## src/hw/rtl/eax_pkg.sv

```systemverilog
package eax_pkg;

   // Token buffer and recipient cap
   localparam int TOKEN_MAX      = 64;
   localparam int MAX_RECIPIENTS = 512;

   // Token banks: one being filled, one draining, the rest waiting in the queue
   localparam int BANKS       = 4;
   localparam int BANK_W      = $clog2(BANKS);
   localparam int TOK_IDX_W   = $clog2(TOKEN_MAX);
   localparam int TOK_LEN_W   = $clog2(TOKEN_MAX + 1);
   localparam int RAM_DEPTH   = BANKS * (2 ** TOK_IDX_W);
   localparam int RAM_AW      = $clog2(RAM_DEPTH);
   localparam int QUEUE_DEPTH = BANKS - 2;
   localparam int QIDX_W      = (QUEUE_DEPTH > 1) ? $clog2(QUEUE_DEPTH) : 1;
   localparam int QCNT_W      = $clog2(QUEUE_DEPTH + 1);
   localparam int ROOM_W      = QCNT_W + 1;

   localparam int RCNT_W = $clog2(MAX_RECIPIENTS + 1);
   localparam int SLOT_W = 9;

   // Character codes
   localparam logic [7:0] CH_NUL    = 8'h00;
   localparam logic [7:0] CH_TAB    = 8'h09;
   localparam logic [7:0] CH_LF     = 8'h0A;
   localparam logic [7:0] CH_CR     = 8'h0D;
   localparam logic [7:0] CH_SPACE  = 8'h20;
   localparam logic [7:0] CH_DQUOTE = 8'h22;
   localparam logic [7:0] CH_SQUOTE = 8'h27;
   localparam logic [7:0] CH_LPAREN = 8'h28;
   localparam logic [7:0] CH_RPAREN = 8'h29;
   localparam logic [7:0] CH_COMMA  = 8'h2C;
   localparam logic [7:0] CH_LT     = 8'h3C;
   localparam logic [7:0] CH_GT     = 8'h3E;
   localparam logic [7:0] CH_AT     = 8'h40;

   // One address waiting in a token bank
   typedef struct packed {
      logic [BANK_W-1:0]    bank;
      logic [TOK_LEN_W-1:0] len;
      logic                 sender;
      logic [SLOT_W-1:0]    slot;
      logic                 trunc;
   } desc_type;

   // One result beat
   typedef struct packed {
      logic [7:0]        data;
      logic              last;
      logic              sender;
      logic [SLOT_W-1:0] slot;
      logic              trunc;
   } beat_type;

   // Token store write
   typedef struct packed {
      logic              we;
      logic [RAM_AW-1:0] addr;
      logic [7:0]        data;
   } ram_wr_type;

   // Characters that end a token
   function automatic logic is_bound(input logic [7:0] c);
      return c == CH_NUL || c == CH_SPACE || c == CH_TAB || c == CH_LT || c == CH_GT ||
             c == CH_LPAREN || c == CH_RPAREN || c == CH_CR || c == CH_LF;
   endfunction

endpackage

```

## src/hw/rtl/email_address_extractor_unit.sv

```systemverilog
// Pulls the first '@' token out of each comma-separated segment of a mail header
// value and sends it out one byte per beat, tagged as sender or with its recipient
// slot. The front end takes one character per cycle and writes token bytes into one
// of four banks of a token RAM; a finished address goes as a descriptor into a
// two-entry queue, and the back end reads it out at one byte per cycle while the
// output is taken. The front end stalls only while three addresses are already
// waiting or draining (all other banks taken); the read port of the token RAM sets
// the output rate. No clearing pass runs after reset.
module email_address_extractor_unit import eax_pkg::*; (
   input  logic        clock,
   input  logic        reset,
   input  logic        req_tvalid,
   output logic        req_tready,
   input  logic [7:0]  req_tdata,   // [7:0] ch
   input  logic        req_tlast,   // line_end
   input  logic [1:0]  req_tuser,   // [0] is_from, [1] new_message
   output logic        rsp_tvalid,
   input  logic        rsp_tready,
   output logic [23:0] rsp_tdata,   // [7:0] addr_byte, [16:8] recipient_slot
   output logic        rsp_tlast,   // addr_last
   output logic [1:0]  rsp_tuser    // [0] to_sender, [1] truncated
);

   ram_wr_type          wr;
   logic                push, pop, q_valid, busy, room;
   desc_type            push_desc, q_desc;
   logic [QCNT_W-1:0]   q_cnt;
   logic                ram_re;
   logic [RAM_AW-1:0]   ram_raddr;
   logic [7:0]          ram_rdata;

   // Accept only while a free bank remains for the next token
   assign room = (ROOM_W'(q_cnt) + ROOM_W'(busy)) < ROOM_W'(BANKS - 1);

   eax_front u_front (
      .clock      (clock),
      .reset      (reset),
      .req_tvalid (req_tvalid),
      .req_tready (req_tready),
      .req_tdata  (req_tdata),
      .req_tlast  (req_tlast),
      .req_tuser  (req_tuser),
      .room       (room),
      .wr         (wr),
      .push       (push),
      .desc       (push_desc)
   );

   eax_ram #(
      .WIDTH (8),
      .DEPTH (RAM_DEPTH)
   ) u_ram (
      .clock (clock),
      .we    (wr.we),
      .waddr (wr.addr),
      .wdata (wr.data),
      .re    (ram_re),
      .raddr (ram_raddr),
      .rdata (ram_rdata)
   );

   eax_queue u_queue (
      .clock     (clock),
      .reset     (reset),
      .push      (push),
      .push_desc (push_desc),
      .pop       (pop),
      .q_valid   (q_valid),
      .q_desc    (q_desc),
      .q_cnt     (q_cnt)
   );

   eax_back u_back (
      .clock      (clock),
      .reset      (reset),
      .q_valid    (q_valid),
      .q_desc     (q_desc),
      .q_pop      (pop),
      .busy       (busy),
      .ram_re     (ram_re),
      .ram_raddr  (ram_raddr),
      .ram_rdata  (ram_rdata),
      .rsp_tvalid (rsp_tvalid),
      .rsp_tready (rsp_tready),
      .rsp_tdata  (rsp_tdata),
      .rsp_tlast  (rsp_tlast),
      .rsp_tuser  (rsp_tuser)
   );

endmodule

```

## src/hw/rtl/eax_ram.sv

```systemverilog
module eax_ram #(
   parameter int WIDTH = 8,
   parameter int DEPTH = 256
) (
   input  logic                     clock,
   input  logic                     we,
   input  logic [$clog2(DEPTH)-1:0] waddr,
   input  logic [WIDTH-1:0]         wdata,
   input  logic                     re,
   input  logic [$clog2(DEPTH)-1:0] raddr,
   output logic [WIDTH-1:0]         rdata
);

   logic [WIDTH-1:0] mem_ff [DEPTH];

   // Write port
   always_ff @(posedge clock) begin
      if (we) begin
         mem_ff[waddr] <= wdata;
      end
   end

   // Registered read port
   always_ff @(posedge clock) begin
      if (re) begin
         rdata <= mem_ff[raddr];
      end
   end

endmodule

```

## src/hw/rtl/eax_front.sv

```systemverilog
module eax_front import eax_pkg::*; (
   input  logic       clock,
   input  logic       reset,
   input  logic       req_tvalid,
   output logic       req_tready,
   input  logic [7:0] req_tdata,   // [7:0] ch
   input  logic       req_tlast,   // line_end
   input  logic [1:0] req_tuser,   // [0] is_from, [1] new_message
   input  logic       room,
   output ram_wr_type wr,
   output logic       push,
   output desc_type   desc
);

   logic                 accept;
   logic [7:0]           ch;
   logic                 le, fr, nm;

   logic [TOK_LEN_W-1:0] len_ff, len_in, len_e;
   logic signed [7:0]    nest_ff, nest_in, nest_e;
   logic                 quote_ff, quote_in, quote_e;
   logic                 segdone_ff, segdone_in, segdone_e;
   logic                 has_at_ff, has_at_in, has_at_e;
   logic                 ovf_ff, ovf_in, ovf_e;
   logic [RCNT_W-1:0]    rcnt_ff, rcnt_in, rcnt_e;
   logic [BANK_W-1:0]    bank_ff, bank_in;

   logic                 capped, split, delim, emit;
   logic [TOK_LEN_W-1:0] len_n;
   logic                 has_at_n, ovf_n;

   assign req_tready = room;
   assign accept     = req_tvalid & room;
   assign ch         = req_tdata;
   assign le         = req_tlast;
   assign fr         = req_tuser[0];
   assign nm         = req_tuser[1];

   // New message clears line state and the recipient count before the byte
   always_comb begin
      len_e     = nm ? '0 : len_ff;
      nest_e    = nm ? '0 : nest_ff;
      quote_e   = nm ? 1'b0 : quote_ff;
      segdone_e = nm ? 1'b0 : segdone_ff;
      has_at_e  = nm ? 1'b0 : has_at_ff;
      ovf_e     = nm ? 1'b0 : ovf_ff;
      rcnt_e    = nm ? '0 : rcnt_ff;
   end

   assign capped = rcnt_e >= RCNT_W'(MAX_RECIPIENTS);
   assign split  = (ch == CH_COMMA) && (nest_e == 8'sd0) && !quote_e;
   assign delim  = split || is_bound(ch);

   // Token after this byte joins it
   always_comb begin
      len_n    = len_e;
      ovf_n    = ovf_e;
      has_at_n = has_at_e;
      if (!delim) begin
         if (len_e < TOK_LEN_W'(TOKEN_MAX)) begin
            len_n = len_e + TOK_LEN_W'(1);
         end else begin
            ovf_n = 1'b1;
         end
         if (ch == CH_AT) begin
            has_at_n = 1'b1;
         end
      end
   end

   assign emit = (delim || le) && has_at_n && !segdone_e && (len_n != '0);

   // Classify the byte and update the line state
   always_comb begin
      len_in     = len_ff;
      nest_in    = nest_ff;
      quote_in   = quote_ff;
      segdone_in = segdone_ff;
      has_at_in  = has_at_ff;
      ovf_in     = ovf_ff;
      rcnt_in    = rcnt_ff;
      bank_in    = bank_ff;
      wr         = '0;
      push       = 1'b0;
      desc       = '0;
      if (accept) begin
         len_in     = len_e;
         nest_in    = nest_e;
         quote_in   = quote_e;
         segdone_in = segdone_e;
         has_at_in  = has_at_e;
         ovf_in     = ovf_e;
         rcnt_in    = rcnt_e;
         if (!capped) begin
            // Quote and nesting
            if (!split) begin
               if (ch == CH_DQUOTE || ch == CH_SQUOTE) begin
                  quote_in = !quote_e;
               end else if (ch == CH_LPAREN || ch == CH_LT) begin
                  if (nest_e != 8'sd127) nest_in = nest_e + 8'sd1;
               end else if (ch == CH_RPAREN || ch == CH_GT) begin
                  if (nest_e != -8'sd128) nest_in = nest_e - 8'sd1;
               end
            end
            // Store the byte in the current bank
            if (!delim && (len_e < TOK_LEN_W'(TOKEN_MAX))) begin
               wr.we   = 1'b1;
               wr.addr = {bank_ff, len_e[TOK_IDX_W-1:0]};
               wr.data = ch;
            end
            len_in    = len_n;
            ovf_in    = ovf_n;
            has_at_in = has_at_n;
            // Hand a finished address to the back end
            if (emit) begin
               push        = 1'b1;
               desc.bank   = bank_ff;
               desc.len    = len_n;
               desc.sender = fr;
               desc.slot   = fr ? '0 : SLOT_W'(rcnt_e);
               desc.trunc  = ovf_n;
               segdone_in  = 1'b1;
               bank_in     = bank_ff + BANK_W'(1);
               if (!fr) rcnt_in = rcnt_e + RCNT_W'(1);
            end
            if (delim || le) begin
               len_in    = '0;
               has_at_in = 1'b0;
               ovf_in    = 1'b0;
            end
            if (split) begin
               segdone_in = 1'b0;
               nest_in    = '0;
               quote_in   = 1'b0;
            end
            if (le) begin
               nest_in    = '0;
               quote_in   = 1'b0;
               segdone_in = 1'b0;
            end
         end
      end
   end

   always_ff @(posedge clock) begin
      if (reset) begin
         len_ff     <= '0;
         nest_ff    <= '0;
         quote_ff   <= 1'b0;
         segdone_ff <= 1'b0;
         has_at_ff  <= 1'b0;
         ovf_ff     <= 1'b0;
         rcnt_ff    <= '0;
         bank_ff    <= '0;
      end else begin
         len_ff     <= len_in;
         nest_ff    <= nest_in;
         quote_ff   <= quote_in;
         segdone_ff <= segdone_in;
         has_at_ff  <= has_at_in;
         ovf_ff     <= ovf_in;
         rcnt_ff    <= rcnt_in;
         bank_ff    <= bank_in;
      end
   end

endmodule

```

## src/hw/rtl/eax_queue.sv

```systemverilog
module eax_queue import eax_pkg::*; (
   input  logic              clock,
   input  logic              reset,
   input  logic              push,
   input  desc_type          push_desc,
   input  logic              pop,
   output logic              q_valid,
   output desc_type          q_desc,
   output logic [QCNT_W-1:0] q_cnt
);

   desc_type            mem_ff [QUEUE_DEPTH];
   logic [QIDX_W-1:0]   wptr_ff, wptr_in;
   logic [QIDX_W-1:0]   rptr_ff, rptr_in;
   logic [QCNT_W-1:0]   cnt_ff, cnt_in;

   assign q_valid = cnt_ff != '0;
   assign q_desc  = mem_ff[rptr_ff];
   assign q_cnt   = cnt_ff;

   // Advance pointers with wrap
   always_comb begin
      wptr_in = wptr_ff;
      rptr_in = rptr_ff;
      cnt_in  = cnt_ff;
      if (push) begin
         wptr_in = (wptr_ff == QIDX_W'(QUEUE_DEPTH - 1)) ? '0 : wptr_ff + QIDX_W'(1);
      end
      if (pop) begin
         rptr_in = (rptr_ff == QIDX_W'(QUEUE_DEPTH - 1)) ? '0 : rptr_ff + QIDX_W'(1);
      end
      if (push && !pop) begin
         cnt_in = cnt_ff + QCNT_W'(1);
      end else if (pop && !push) begin
         cnt_in = cnt_ff - QCNT_W'(1);
      end
   end

   always_ff @(posedge clock) begin
      if (reset) begin
         wptr_ff <= '0;
         rptr_ff <= '0;
         cnt_ff  <= '0;
      end else begin
         wptr_ff <= wptr_in;
         rptr_ff <= rptr_in;
         cnt_ff  <= cnt_in;
      end
   end

   always_ff @(posedge clock) begin
      if (push) begin
         mem_ff[wptr_ff] <= push_desc;
      end
   end

   // Front end only pushes with a free bank, so the queue never overflows;
   // a push into a full queue is fine when the head leaves in the same cycle
   a_no_overflow: assert property (@(posedge clock) disable iff (reset)
      push |-> ((cnt_ff < QCNT_W'(QUEUE_DEPTH)) || pop))
      else $error("descriptor queue overflow");

   a_no_underflow: assert property (@(posedge clock) disable iff (reset)
      pop |-> (cnt_ff != '0))
      else $error("descriptor queue underflow");

endmodule

```

## src/hw/rtl/eax_back.sv

```systemverilog
module eax_back import eax_pkg::*; (
   input  logic              clock,
   input  logic              reset,
   input  logic              q_valid,
   input  desc_type          q_desc,
   output logic              q_pop,
   output logic              busy,
   output logic              ram_re,
   output logic [RAM_AW-1:0] ram_raddr,
   input  logic [7:0]        ram_rdata,
   output logic              rsp_tvalid,
   input  logic              rsp_tready,
   output logic [23:0]       rsp_tdata,   // [7:0] addr_byte, [16:8] recipient_slot
   output logic              rsp_tlast,   // addr_last
   output logic [1:0]        rsp_tuser    // [0] to_sender, [1] truncated
);

   typedef enum logic {
      ST_IDLE,
      ST_RUN
   } state_type;

   localparam int OUT_DEPTH = 2;

   state_type            state_ff;
   desc_type             desc_ff;
   logic [TOK_IDX_W-1:0] k_ff;
   logic                 pend_ff;
   beat_type             meta_ff;

   beat_type             fifo_ff [OUT_DEPTH];
   logic                 head_ff;
   logic [1:0]           cnt_ff, cnt_in;
   logic [1:0]           occ;
   logic                 pop, issue, last_read;
   beat_type             head_beat;
   beat_type             cap_beat;

   assign pop       = rsp_tvalid & rsp_tready;
   assign occ       = cnt_ff + 2'(pend_ff);
   assign issue     = (state_ff == ST_RUN) && ((occ < 2'(OUT_DEPTH)) ||
                      ((occ == 2'(OUT_DEPTH)) && pop));
   assign last_read = (TOK_LEN_W'(k_ff) + TOK_LEN_W'(1)) == desc_ff.len;

   assign q_pop     = (state_ff == ST_IDLE) && q_valid;
   assign busy      = state_ff == ST_RUN;
   assign ram_re    = issue;
   assign ram_raddr = {desc_ff.bank, k_ff};

   // Sequence reads through one bank
   always_ff @(posedge clock) begin
      if (reset) begin
         state_ff <= ST_IDLE;
         pend_ff  <= 1'b0;
      end else begin
         pend_ff <= issue;
         case (state_ff)
            ST_IDLE: begin
               if (q_valid) begin
                  desc_ff  <= q_desc;
                  k_ff     <= '0;
                  state_ff <= ST_RUN;
               end
            end
            ST_RUN: begin
               if (issue) begin
                  meta_ff.data   <= '0;
                  meta_ff.last   <= last_read;
                  meta_ff.sender <= desc_ff.sender;
                  meta_ff.slot   <= desc_ff.slot;
                  meta_ff.trunc  <= desc_ff.trunc;
                  k_ff           <= k_ff + TOK_IDX_W'(1);
                  if (last_read) begin
                     state_ff <= ST_IDLE;
                  end
               end
            end
            default: begin
               state_ff <= ST_IDLE;
            end
         endcase
      end
   end

   // Output buffer count
   always_comb begin
      cnt_in = cnt_ff;
      if (pend_ff && !pop) begin
         cnt_in = cnt_ff + 2'd1;
      end else if (pop && !pend_ff) begin
         cnt_in = cnt_ff - 2'd1;
      end
   end

   always_ff @(posedge clock) begin
      if (reset) begin
         head_ff <= 1'b0;
         cnt_ff  <= '0;
      end else begin
         cnt_ff <= cnt_in;
         if (pop) begin
            head_ff <= !head_ff;
         end
      end
   end

   // Merge read data with its tags
   always_comb begin
      cap_beat      = meta_ff;
      cap_beat.data = ram_rdata;
   end

   // Capture read data with its tags
   always_ff @(posedge clock) begin
      if (pend_ff) begin
         fifo_ff[head_ff ^ cnt_ff[0]] <= cap_beat;
      end
   end

   assign head_beat  = fifo_ff[head_ff];
   assign rsp_tvalid = cnt_ff != '0;
   assign rsp_tdata  = {7'd0, head_beat.slot, head_beat.data};
   assign rsp_tlast  = head_beat.last;
   assign rsp_tuser  = {head_beat.trunc, head_beat.sender};

   a_out_bound: assert property (@(posedge clock) disable iff (reset)
      cnt_ff <= 2'(OUT_DEPTH))
      else $error("output buffer count out of range");

   a_no_drop: assert property (@(posedge clock) disable iff (reset)
      !(pend_ff && (cnt_ff == 2'(OUT_DEPTH)) && !pop))
      else $error("read data arrived with output buffer full");

   a_run_len: assert property (@(posedge clock) disable iff (reset)
      (state_ff == ST_RUN) |-> (desc_ff.len != '0))
      else $error("draining an empty address");

endmodule
```

## config.mk

```make
export PLATFORM = sky130hd
export DESIGN_NAME = email_address_extractor_unit
export DESIGN_NICKNAME = d
export VERILOG_FILES = /design/src/hw/rtl/eax_pkg.sv /design/src/hw/rtl/email_address_extractor_unit.sv /design/src/hw/rtl/eax_ram.sv /design/src/hw/rtl/eax_front.sv /design/src/hw/rtl/eax_queue.sv /design/src/hw/rtl/eax_back.sv
export SDC_FILE = /design/constraint.sdc
export NUM_CORES = 2
export LEC_CHECK = 0
export BUFFER_PORTS_ARGS = -buffer_cell sky130_fd_sc_hd__buf_4
export CORE_MARGIN = 8
export CORE_UTILIZATION = 59
export CTS_BUF_LIST = sky130_fd_sc_hd__clkbuf_8
export DETAILED_ROUTE_END_ITERATION = 12
export PLACE_DENSITY = 0.82
export SLEW_MARGIN = 25
export SYNTH_ARGS = -nofsm -noshare
export SYNTH_HDL_FRONTEND = slang
export SYNTH_SLANG_ARGS = --single-unit
```

## constraint.sdc

```tcl
create_clock -name clock -period 6.7 [get_ports clock]
set_input_delay 0.335 -clock clock [delete_from_list [all_inputs] [get_ports clock]]
set_output_delay 0.335 -clock clock [all_outputs]
set_load 0.05 [all_outputs]
```

# Yosys cells after proc, flatten, opt, wreduce, memory -nomap -nowiden
# Memory sizes are Yosys's and may differ from the RTL's. A register that Yosys moved wholly into a read port is not among the register bits.
# Cells that the tools add are included.
# totals
ff_bits	58
ramBits	2128
inputBits	15
out_inout_bits	29
mem_count	3
# memory_table
memory	depth	word_bits	rd	rd_clocked_by_memory_dff	wr	line_no	text
u_ram.mem_ff	256	8	1	1	1	eax_ram.sv:14	logic [WIDTH-1:0] mem_ff [DEPTH];
u_back.fifo_ff	2	20	1	1	1	eax_back.sv:31	beat_type fifo_ff [OUT_DEPTH];
u_queue.mem_ff	2	20	1	1	1	eax_queue.sv:12	desc_type mem_ff [QUEUE_DEPTH];
# op_classes
n_reduce_logical	46
mux	69
order_cmp	4
add_sub_neg	15
eq_ne	18
bitwise_logic	6
# ops
operator	count
2-to-1 mux 8 bit	9
== test 8 x 6 -> 1 bit (second input constant)	8
2-to-1 mux 20 bit	3
2-to-1 mux 17 bit	3
2-to-1 mux 10 bit	4
2-to-1 mux 1 bit	36
2-to-1 mux 7 bit	5
== test 8 x 4 -> 1 bit (second input constant)	3
zero test 8 bit	2
inequality test 8 bit (second input constant)	2
logical OR 1 bit	14
logical AND 1 bit	13
2-to-1 mux 6 bit	2
one-hot mux 6 bit (2 select lines)	1
AND reduction 3 bit	4
adder 10 x 1 -> 10 bit (second input constant)	1
>= comparator 10 bit (second input constant)	1
2-to-1 mux 9 bit	1
adder 8 x 2 -> 8 bit (second input constant)	1
== test 8 x 7 -> 1 bit (second input constant)	1
zero test 1 bit	8
2-to-1 mux 2 bit	4
nonzero test 2 bit	4
subtractor 8 x 2 -> 8 bit (second input constant)	1
20 further kinds	27

# Longest topological paths before layout
# depth
ltp_word	21
ltp_mapped	18
ltp_nobuf	15

# Cells and area by module
# From an unflattened synthesis, not the netlist that was laid out.
# hier_totals
cells_unflattened	4377
area_unflattened_um2	87222.4
# modules_own_cells
mod	n_inst	cells_each	area_each_um2
eax_ram	1	3733	79636.4
eax_back	1	180	3215.6
eax_front	1	378	2698.8
eax_queue	1	83	1637.8
email_address_extractor_unit	1	3	33.8

# Least setup slack after synthesis
# Ideal clock, no wire load.
# synth_path
kind	register to register
from	register u_queue.cnt_ff[0], in the netlist u_queue.q_cnt[0]
to	memory u_ram.mem_ff[0][0] (data pin)
setup_ns	0.870
setup_slack_ns	-0.355
arrival_time_ns	6.185
path_stages_with_launch	10
period_less_slack_ns	7.055
required_ns	5.830
cell_sequence	dfxtp_1 ha_1 ha_1 a21oi_1 nand2_1 nor2_1 and3_1 clkbuf_1 clkbuf_1 and2_1
# synth_rtl
item	line_no	text
start, declared	eax_queue.sv:15	logic [QCNT_W-1:0] cnt_ff, cnt_in;
start signal, assigned	eax_queue.sv:47	cnt_ff <= cnt_in;
end, declared	eax_ram.sv:14	

# Worst setup path after layout
# layout_path
from	register u_back.state_ff, in the netlist u_back.busy
to	memory u_ram.mem_ff[760][1], in the netlist u_ram.mem_ff[190][1] (enable)
# layout_via
elab_chain_len	6
# layout_rtl
item	line_no	text
start, declared	eax_back.sv:25	state_type state_ff;
start signal, assigned	eax_back.sv:53	state_ff <= ST_IDLE;
start signal, assigned	eax_back.sv:62	state_ff <= ST_RUN;
start signal, assigned	eax_back.sv:74	state_ff <= ST_IDLE;
adder 2 x 1 -> 3 bit *	email_address_extractor_unit.sv:33	assign room = (ROOM_W'(q_cnt) + ROOM_W'(busy)) < ROOM_W'(BANKS - 1);
< comparator 3 x 2 -> 1 bit *	email_address_extractor_unit.sv:33	
bitwise AND 1 bit *	eax_front.sv:33	assign accept = req_tvalid & room;
2-to-1 mux 17 bit *	eax_front.sv:86	if (accept) begin
2-to-1 mux 1 bit	eax_ram.sv:18	if (we) begin
2-to-1 mux 1 bit (not written as such)	eax_ram.sv:19	mem_ff[waddr] <= wdata;
# Mark *: on every way between the ends. The rest lies on a longest branch, timed or not.

==> results by group <==
Status
  – Status: complete, no violations

Pwr
  – Power per cell area: 331 nW/um^2
  – Max VDD drop: 0.313 mV
  – P_leak: 0.0301 uW

Routing
  – Routed WL: 207,000 um
  – Drt wl/cell: 33.0 um
  – DRC: 0
  – DRT Pass-1 Iters: 5
  – Via count: 43,338
  – Via density: 6.88
  – First DRT Iteration DRCs: 6,549
  – DRT antenna net count: 0

Timing
  – Final min period: 5.08 ns
  – Count of pins over their slew limit: 0
  – Setup WS post-layout: 1.62 ns
  – Worst hold slack: 0.108 ns
  – Worst Tran Pin Value: 1.16 ns
  – Endpoints failing hold: 0
  – Skew final: 0.0505 ns
  – # setup viols final: 0
  – Setup TNS: 0 ns
  – F_max: 197 MHz
  – RSZ-0062 raised after global routing: false
  – Max-slew headroom: 0.222
  – Fin crit share: 0.758

Floorplan
  – Row cnt: 140
  – Initial Util: 0.594
  – Die footprint: 159,000 sq um
  – IO Pins: 44
  – Core ar.: 146,000 sq um
  – Die height: 399 um
  – Die width: 399 um

Clocking
  – CTS root buf: clkbuf_8
  – Clock Latency Late Sink: 1.02 ns
  – Post-CTS Resized: 0
  – Htree depth: 5
  – CTS Buf Count: 331
  – Maximum root-to-sink buffer count: 4
  – Sink Count: 2,215
  – CTS tree: done
  – Reg clk slew, reported paths: 0.07 ns

Setup path
  – WS Path Type: flip-flop to flip-flop
  – R2r endpoint: u_ram.mem_ff[190][1]
  – Reg2reg setup slack: 1.62 ns
  – WP data arrival: 5.72 ns
  – WP data required: 7.33 ns
  – Crit end category: flip-flop
  – Critical R2R Launch: u_back.busy
  – Register-to-Register Path Depth: 9
  – Max FO, Critical Path: 16
  – Worst setup SP type: flip-flop

Logic synthesis
  – Yosys cell types: 75
  – Mapped Avg Cell Area: 22.2 sq um
  – Ys async rst share: 0
  – Yosys warns: 0
  – Gate Count Post-Synth: 3,891
  – Mapped Area: 86,500 sq um
  – Yosys top cell area share: 0.754
  – Area leader, netlist: edfxtp_1
  – Top-count cell post-synth: edfxtp_1
  – Register bit total from synthesis: 2,215
  – Ys flop type: edfxtp_1
  – Seq/Total Area, Yosys: 0.764
  – Post-synth EDFFs: 2,174
  – Top post-synthesis cells by count: 2,174 x edfxtp_1, 672 x mux4_2, 321 x nor2_1, 125 x clkbuf_1, 63 x nand2_1
  – Area contributors post-synth: edfxtp_1 75%, mux4_2 17%, nor2_1 1.4%

Placement
  – Pre-CTS setup slack: 1.55 ns
  – RePlAce Congestion: 0.891
  – DP Area: 89,300 sq um
  – I/O Buffers: 36
  – Detail Placement HPWL: 121,000 um

Cells and area
  – Fill cells: 8,454
  – Fraction of layout cells with a size suffix above 1: 0.296
  – Nets: 4,156
  – Post-route cell area: 95,600 sq um
  – Area grow syn2layout: 10.5%

Job
  – Max Cap Viol: 0

Global route
  – Grt total ovfl: 0
  – Initial antenna violation count: 8
  – GRT Total Usage: 0.262
  – Pin count of the biggest net entering global routing: 136
  – Vias in the first global route: 42,935
  – First-pass GRT wire length: 300,000 um

Min path
  – Worst hold start: req_tdata[5]
  – Hold depth: 2
  – Hold EP: u_ram.mem_ff[240][5]
  – Worst Hold Class: input pin to flip-flop
layout by cell type (no fill, tap or decap), types with 6 or more instances in the layout:
master	count
edfxtp_1	2174
diode_2	9
xor2_1	19
clkinv_2	53
or3_1	6
nand3_1	25
clkbuf_8	341
nand2_1	54
nor2_1	320
clkinv_1	67
nand2_2	6
xnor2_1	8
a21oi_1	34
nor3b_1	6
and3_1	8
inv_1	92
mux2_2	42
nand4_1	6
buf_4	86
o21ai_0	17
buf_12	30
conb_1	7
bufinv_16	18
mux4_2	672
dlygate4sd3_1	19
nor3_1	26
nor2b_1	21
and2_1	15
ha_1	11
a22oi_1	20
o211ai_1	7
nor4_1	7
clkinvlp_4	12
dfxtp_1	41
and2_4	8
worst max path at each step:
stage / start / end / slack, ns / cells past startpoint
2_1_floorplan: u_queue.q_cnt[0] / u_ram.mem_ff[0][4] / 1.47 / 9
3_3_place_gp: req_tuser[1] / u_ram.mem_ff[122][7] / 1.78 / 11
3_5_place_dp: req_tuser[1] / u_ram.mem_ff[126][2] / 1.55 / 11
4_1_cts: u_back.busy / u_ram.mem_ff[126][2] / 1.71 / 9
5_1_grt: u_back.busy / u_ram.mem_ff[158][0] / 1.24 / 9
6_report: u_back.busy / u_ram.mem_ff[190][1] / 1.62 / 9
routing by layer:
| layer | global-route usage | up-vias | share of wire |
|---|---|---|---|
| met4 | 0.104 | 4 | 0.039 |
| met3 | 0.0673 | 484 | 0.13 |
| met2 | 0.408 | 3675 | 0.48 |
| met5 | 0 | - | 0.00013 |
| li1 | - | 16871 | - |
| met1 | 0.360 | 22304 | 0.35 |
per-stage QoR:
step | utilization | power, uW | instances
2_1_floorplan | - | 19600 | 3897
3_3_place_gp | 0.613 | 21300 | 5695
3_5_place_dp | 0.613 | 21400 | 5695
4_1_cts | 0.657 | 31700 | 6287
5_1_grt | 0.657 | 32500 | 6288
6_report | 0.657 | 31600 | 6296
state kept, by name (all words and copies together) (netlist names), 2 cells and up, named ones only:
register,cells
u_ram.mem_ff,2048
u_back.fifo_ff,40
u_queue.mem_ff,40
u_back.desc_ff,18
u_back.cap_beat,12
u_front.rcnt_ff,10
u_front.nest_ff,8
u_ram.rdata,8
u_front.len_ff,7
u_back.k_ff,6
u_back.cnt_ff,2
u_back.ram_raddr,2
u_front.bank_ff,2
u_queue.q_cnt,2
area by class of cell:
cell class                 instances  area (sq um)  share of cell area
timing repair buffer             135          1440              0.0150
inverter                          13          48.8            0.000510
antenna                            9          22.5            0.000236
sequential                      2215         66100               0.691
clock buffer                     341          4690              0.0491
clock inverter                   232          1470              0.0153
tap                             1917          2400              0.0251
multi-input combinational       1434         19500               0.204
repair_timing:
item                      in CTS  in global routing
hold endpoints to repair     187                  0
buffers inserted               0                  0
hold buffers                  19                  0
power by group:
group	switching [uW]	internal, uW	leakage, uW
Combinational	3080	2380	0.00638
Clock	5030	5420	0.00346
Sequential	126	15600	0.0202
Total	8240	23400	0.0301
worst max-delay path, stage by stage, from the launching register on:
cell	delay (ns)
dfxtp_1	0.55
ha_1	0.22
ha_1	0.22
a21oi_1	0.22
nand2_1	0.21
nor2_1	0.49
nand2_1	0.30
nor3b_1	0.72
nand2_2	0.88
nor2_1	0.86
kinds of logic (layout without fill, tap and decap cells):
logic type | after synthesis | count (layout) | synth area share
xor+xnor | 27 | 27 | 0.00273
mux | 718 | 718 | 0.181
simple gates | 546 | 546 | 0.0286
fa+ha+maj | 11 | 11 | 0.00159
compound gates | 125 | 125 | 0.00976
buf+inv | 248 | 721 | 0.0125
other cells | 1 | 16 | 0.0000433
flops | 2215 | 2215 | 0.764
Power figures use the tool's default switching activity.
